File: config.mk
export PLATFORM = sky130hd
export DESIGN_NAME = nrt_overlap
export DESIGN_NICKNAME = d
export VERILOG_FILES = /design/src/rtl/nrt_pkg.sv /design/src/rtl/nrt_overlap.sv
export SDC_FILE = /design/constraint.sdc
export NUM_CORES = 1
export LEC_CHECK = 0
export BUFFER_PORTS_ARGS = -buffer_cell sky130_fd_sc_hd__clkbuf_2
export CORE_MARGIN = 2
export CORE_UTILIZATION = 46
export DETAILED_ROUTE_END_ITERATION = 10
export PLACE_DENSITY = 0.84
export SLEW_MARGIN = 25
export SYNTH_ARGS = -nofsm -noshare
export SYNTH_HDL_FRONTEND = slang
export SYNTH_SLANG_ARGS = --single-unit
File: constraint.sdc
create_clock -name vclk -period 4.08
set_clock_uncertainty 0.1 [all_clocks]
set_input_delay 0.408 -clock vclk [all_inputs]
set_output_delay 0.408 -clock vclk [all_outputs]
set_load 0.1 [all_outputs]
File: src/rtl/nrt_pkg.sv
package nrt_pkg;

  localparam int unsigned ADDR_W    = 64;
  localparam int unsigned DOM_ID_W  = 32;
  localparam int unsigned DOM_IDX_W = 3;

  typedef enum logic [1:0] {
    OP_LOAD  = 2'd0,
    OP_QUERY = 2'd1,
    OP_CLEAR = 2'd2
  } opcode_e;

  typedef enum logic [2:0] {
    ST_OK           = 3'd0,
    ST_NOT_FOUND    = 3'd1,
    ST_WRAP         = 3'd2,
    ST_DOMAINS_FULL = 3'd3,
    ST_RANGES_FULL  = 3'd4
  } status_e;

  typedef enum logic [2:0] {
    S_IDLE,
    S_LSUM,
    S_DSCAN,
    S_LCOMMIT,
    S_QUERY,
    S_RESP
  } state_e;

  // One stored range: inclusive start, exclusive end and the dense domain index.
  typedef struct packed {
    logic [ADDR_W-1:0]    ent_start;
    logic [ADDR_W-1:0]    ent_end;
    logic [DOM_IDX_W-1:0] dom;
  } range_ent_t;

  // Verdict of one stored range against a query.
  typedef struct packed {
    logic              hit;
    logic [ADDR_W-1:0] new_end;
  } ovl_t;

  typedef struct packed {
    status_e              status;
    logic [DOM_IDX_W-1:0] domain_index;
    logic [ADDR_W-1:0]    clip_start;
    logic [ADDR_W-1:0]    new_end;
  } result_t;

endpackage

File: src/rtl/nrt_overlap.sv
module nrt_overlap import nrt_pkg::*; (
  input  logic [ADDR_W-1:0] ent_start_i,
  input  logic [ADDR_W-1:0] ent_end_i,
  input  logic [ADDR_W-1:0] query_start_i,
  input  logic [ADDR_W-1:0] query_end_i,
  output ovl_t              ovl_o
);

  logic start_ge_rs;
  logic start_lt_re;
  logic end_le_re;
  logic end_ge_rs;

  assign start_ge_rs = query_start_i >= ent_start_i;
  assign start_lt_re = query_start_i < ent_end_i;
  assign end_le_re   = query_end_i <= ent_end_i;
  assign end_ge_rs   = query_end_i >= ent_start_i;

  // A query starting inside the range is clipped at the range end; one starting
  // below it is cut at the range start.
  always_comb begin
    if (start_ge_rs) begin
      ovl_o.hit     = start_lt_re;
      ovl_o.new_end = end_le_re ? query_end_i : ent_end_i;
    end else begin
      ovl_o.hit     = end_ge_rs;
      ovl_o.new_end = ent_start_i;
    end
  end

endmodule

======== Word-level counts from Yosys, hierarchy flattened ========
Index checks and enable logic that the tools add are counted.
operators by class
  $lt $le $gt $ge ......................... 4
  muxes and demuxes ....................... 2
operators with widths
  operator                         count
  >= comparator 64 bit             2
  two-way mux 65 bit               1
  less-or-equal comparator 64 bit  1
  < comparator 64 bit              1
  two-way mux 64 bit               1
word-level totals
  bits in registers ....................... 0
  input bits .............................. 256
  output and inout bits ................... 65
  logic and storage cells ................. 6

======== Logic depth before layout (Yosys ltp) ========
  depth in word-level cells ............... 3
  mapped depth ............................ 12

======== Worst setup path after synthesis ========
Ideal clock, no wire load.
  kind .................................... input to output
  start ................................... in ent_start_i[57]
  end ..................................... out ovl_o[14] (netlist name)
  arrival ................................. 3,753 ps
  required time ........................... 3,572 ps
  path slack .............................. -181 ps
  cell stages on the path ................. 12
  path buffers ............................ 2
  cells stage by stage .................... inv_1 ha_1 a21o_1 a21o_1 a21oi_1 o21ai_1 a21o_1 a221o_1 a31o_1 buf_6 buf_6 mux2i_1
RTL lines
  what                RTL line          RTL
  start: declaration  nrt_overlap.sv:2  input logic [ADDR_W-1:0] ent_start_i,
  end: declaration    nrt_overlap.sv:6  output ovl_t ovl_o

==> results by group <==
Outcome
  • Status: complete, no violations

Global routing
  • First-pass GRT wire length: 40900 um
  • Largest net degree at the start of global routing: 26
  • Initial antenna violation count: 0
  • GRT overflow: 0
  • GRT Util Overall: 29.72%
  • Vias in the first global route: 8713

STA
  • Final Cycle Share: 93.92%
  • Worst-Margin Slew: 661.7 ps
  • RSZ-0062 raised after global routing: no
  • Setup slack after layout: 248.2 ps
  • Max Freq: 261.0 MHz
  • Slew Limit Fails: 0
  • Min Tclk post-route: 3832 ps
  • Relative slew slack: 54.74%
  • # setup viols final: 0
  • Final hold violation count: 0

Final layout
  • Commonest cells after routing, fill and taps aside: 256 x clkbuf_2, 255 x ha_1, 133 x inv_1
  • Register area: 0 um2
  • Design Area, Final: 10200 um2
  • ANT cells: 0
  • P&R area growth vs syn: 39.29%
  • FFs & Latches: 0
  • Layout cells sized above 1: 27.72%
  • Commonest non-fill, non-tap cell in the layout: clkbuf_2
  • CLK BUF: 0
  • Number of nets in the layout: 1754

Drt
  • # DRC: 0
  • Final WL: 26080 um
  • Drt first pass iters: 5
  • Drt initial violations: 335
  • Drt wl/cell: 17.90 um
  • Via/cell ratio: 5.790
  • Vias after detailed routing: 8436
  • Routed Antenna Nets: 0

Floorplan
  • CORE AREA: 15710 um2
  • Horiz. Die Dim: 130.2 um
  • Initial Utilization: 46.59%
  • Die H: 130.2 um
  • Rows: 46
  • Die ar.: 16940 um2
  • IO Pins: 321

Clock network
  • Postcts setup bufs: 0
  • Post-CTS Hold Buffers: 0
  • Post-CTS Resized: 0

Flow run
  • Maxcap violations: 0

Placement
  • GP Congestion: 0.9812
  • IO Port Bufs: 321
  • HPWL after DPL: 23600 um
  • Placed Area: 10200 um2
  • Dpl ws: 217.8 ps

Critical path
  • Crit path max fanout: 25
  • Crit start category: input port
  • Worst Path Required: 3570 ps
  • Critical Path AT: 3320 ps
  • CP Class: input port to primary output
  • CP endpoint kind: primary output

Yosys
  • Register area share after synthesis: 0%
  • Cells after synthesis: 924
  • Mean Syn Cell Area: 7.923 um2
  • Distinct cells, synth: 46
  • Yosys Warn Count: 0
  • Mapped Area: 7321 um2
  • Syn Nets: 1435

Power
  • Total chip power: 2.130 mW
  • PwrDens: 208.9 nW/um2
  • Worst vdd ir: 0.0001765 V
  • Static Leak: 5.900 nW

Min path
  • Hold EP: ovl_o[9]
  • Worst hold path class: input port to primary output
  • Hold Crit Depth: 4
  • Hold_sp: ent_start_i[9]
[logic make-up after synthesis]
kind of cell               count (synthesis)  share of synthesized area [%]
muxes                                    129                          17.67
and+or+nand+nor                          177                          12.36
buffers and inverters                    147                          8.494
AOI/OAI and AO/OA                        216                          17.89
adders and majority gates                255                          43.58
[final cells by class]
cell class                 instances  area (um2)
tap                              216       270.3
multi-input combinational        777        6758
fill                            1286        5515
inverter                         133       499.2
timing repair buffer             331        2670
[cells in the mapped netlist (all sizes together), types with 2 or more instances]
master / n / area share [%]
nand2b: 2 / 0.17
a31oi: 3 / 0.26
o221ai: 2 / 0.24
nor4: 2 / 0.17
or4: 2 / 0.21
nor3b: 2 / 0.21
o21bai: 2 / 0.21
a2111oi: 8 / 0.96
nor2b: 7 / 0.60
buf: 14 / 1.7
a211oi: 4 / 0.41
nand4: 36 / 3.1
mux2i: 127 / 17
mux2: 2 / 0.31
a21o: 36 / 3.7
ha: 255 / 44
a41oi: 2 / 0.24
nor3: 5 / 0.34
inv: 133 / 6.8
o21ai: 49 / 3.3
o211ai: 3 / 0.31
a21oi: 88 / 6.0
nor2: 31 / 1.6
nand3: 15 / 1.0
and2: 2 / 0.17
o21a: 2 / 0.21
or3: 2 / 0.17
a221oi: 7 / 0.84
and4: 9 / 1.1
and4bb: 2 / 0.34
nand2: 58 / 3.0
[per-stage QoR]
stage | std cells | setup TNS [ps] | hold slack (ps) | util [%]
6_report | 1457 | 0 | 1176 | 64.90
5_1_grt | 1457 | 0 | 1190 | 64.90
4_1_cts | 1457 | 0 | 1179 | 64.89
3_5_place_dp | 1457 | 0 | 1179 | 64.89
3_3_place_gp | 1457 | 0 | 1173 | 64.89
2_1_floorplan | 924 | -9156 | 1164 | -
[where the power goes]
group | internal [mW] | switching, mW
Combinational | 0.808 | 1.32
Clock | 0 | 0
Sequential | 0 | 0
Total | 0.808 | 1.32
[routing by layer]
metal	track usage [%]	vias to the layer above	wire (um)
met5	0	-	0
met4	13.60	0	1296
met3	3.403	98	1535
met2	55.04	405	12790
met1	34.02	3848	10450
li1	-	4085	-
[critical path, cell delays in order]
cell and delay [ps]:
clkbuf_2 80, inv_1 80, ha_1 310, nand2_1 70, o21ai_0 190, a21oi_1 60
o21ai_0 340, a41oi_1 230, o21ai_1 190, a31o_4 460, buf_12 280, mux2i_1 360
buf_12 220
[worst max-delay path by stage]
stage           endpoint  cells after the start             from  slack (ps)
2_1_floorplan  ovl_o[14]                     12  ent_start_i[57]        -180
3_3_place_gp   ovl_o[64]                     12  ent_start_i[19]         270
3_5_place_dp   ovl_o[32]                     13   ent_start_i[7]         220
4_1_cts        ovl_o[32]                     13   ent_start_i[7]         210
5_1_grt        ovl_o[32]                     13    ent_end_i[19]          70
6_report       ovl_o[32]                     13   ent_start_i[7]         250
(Power assumes the default switching activity.)
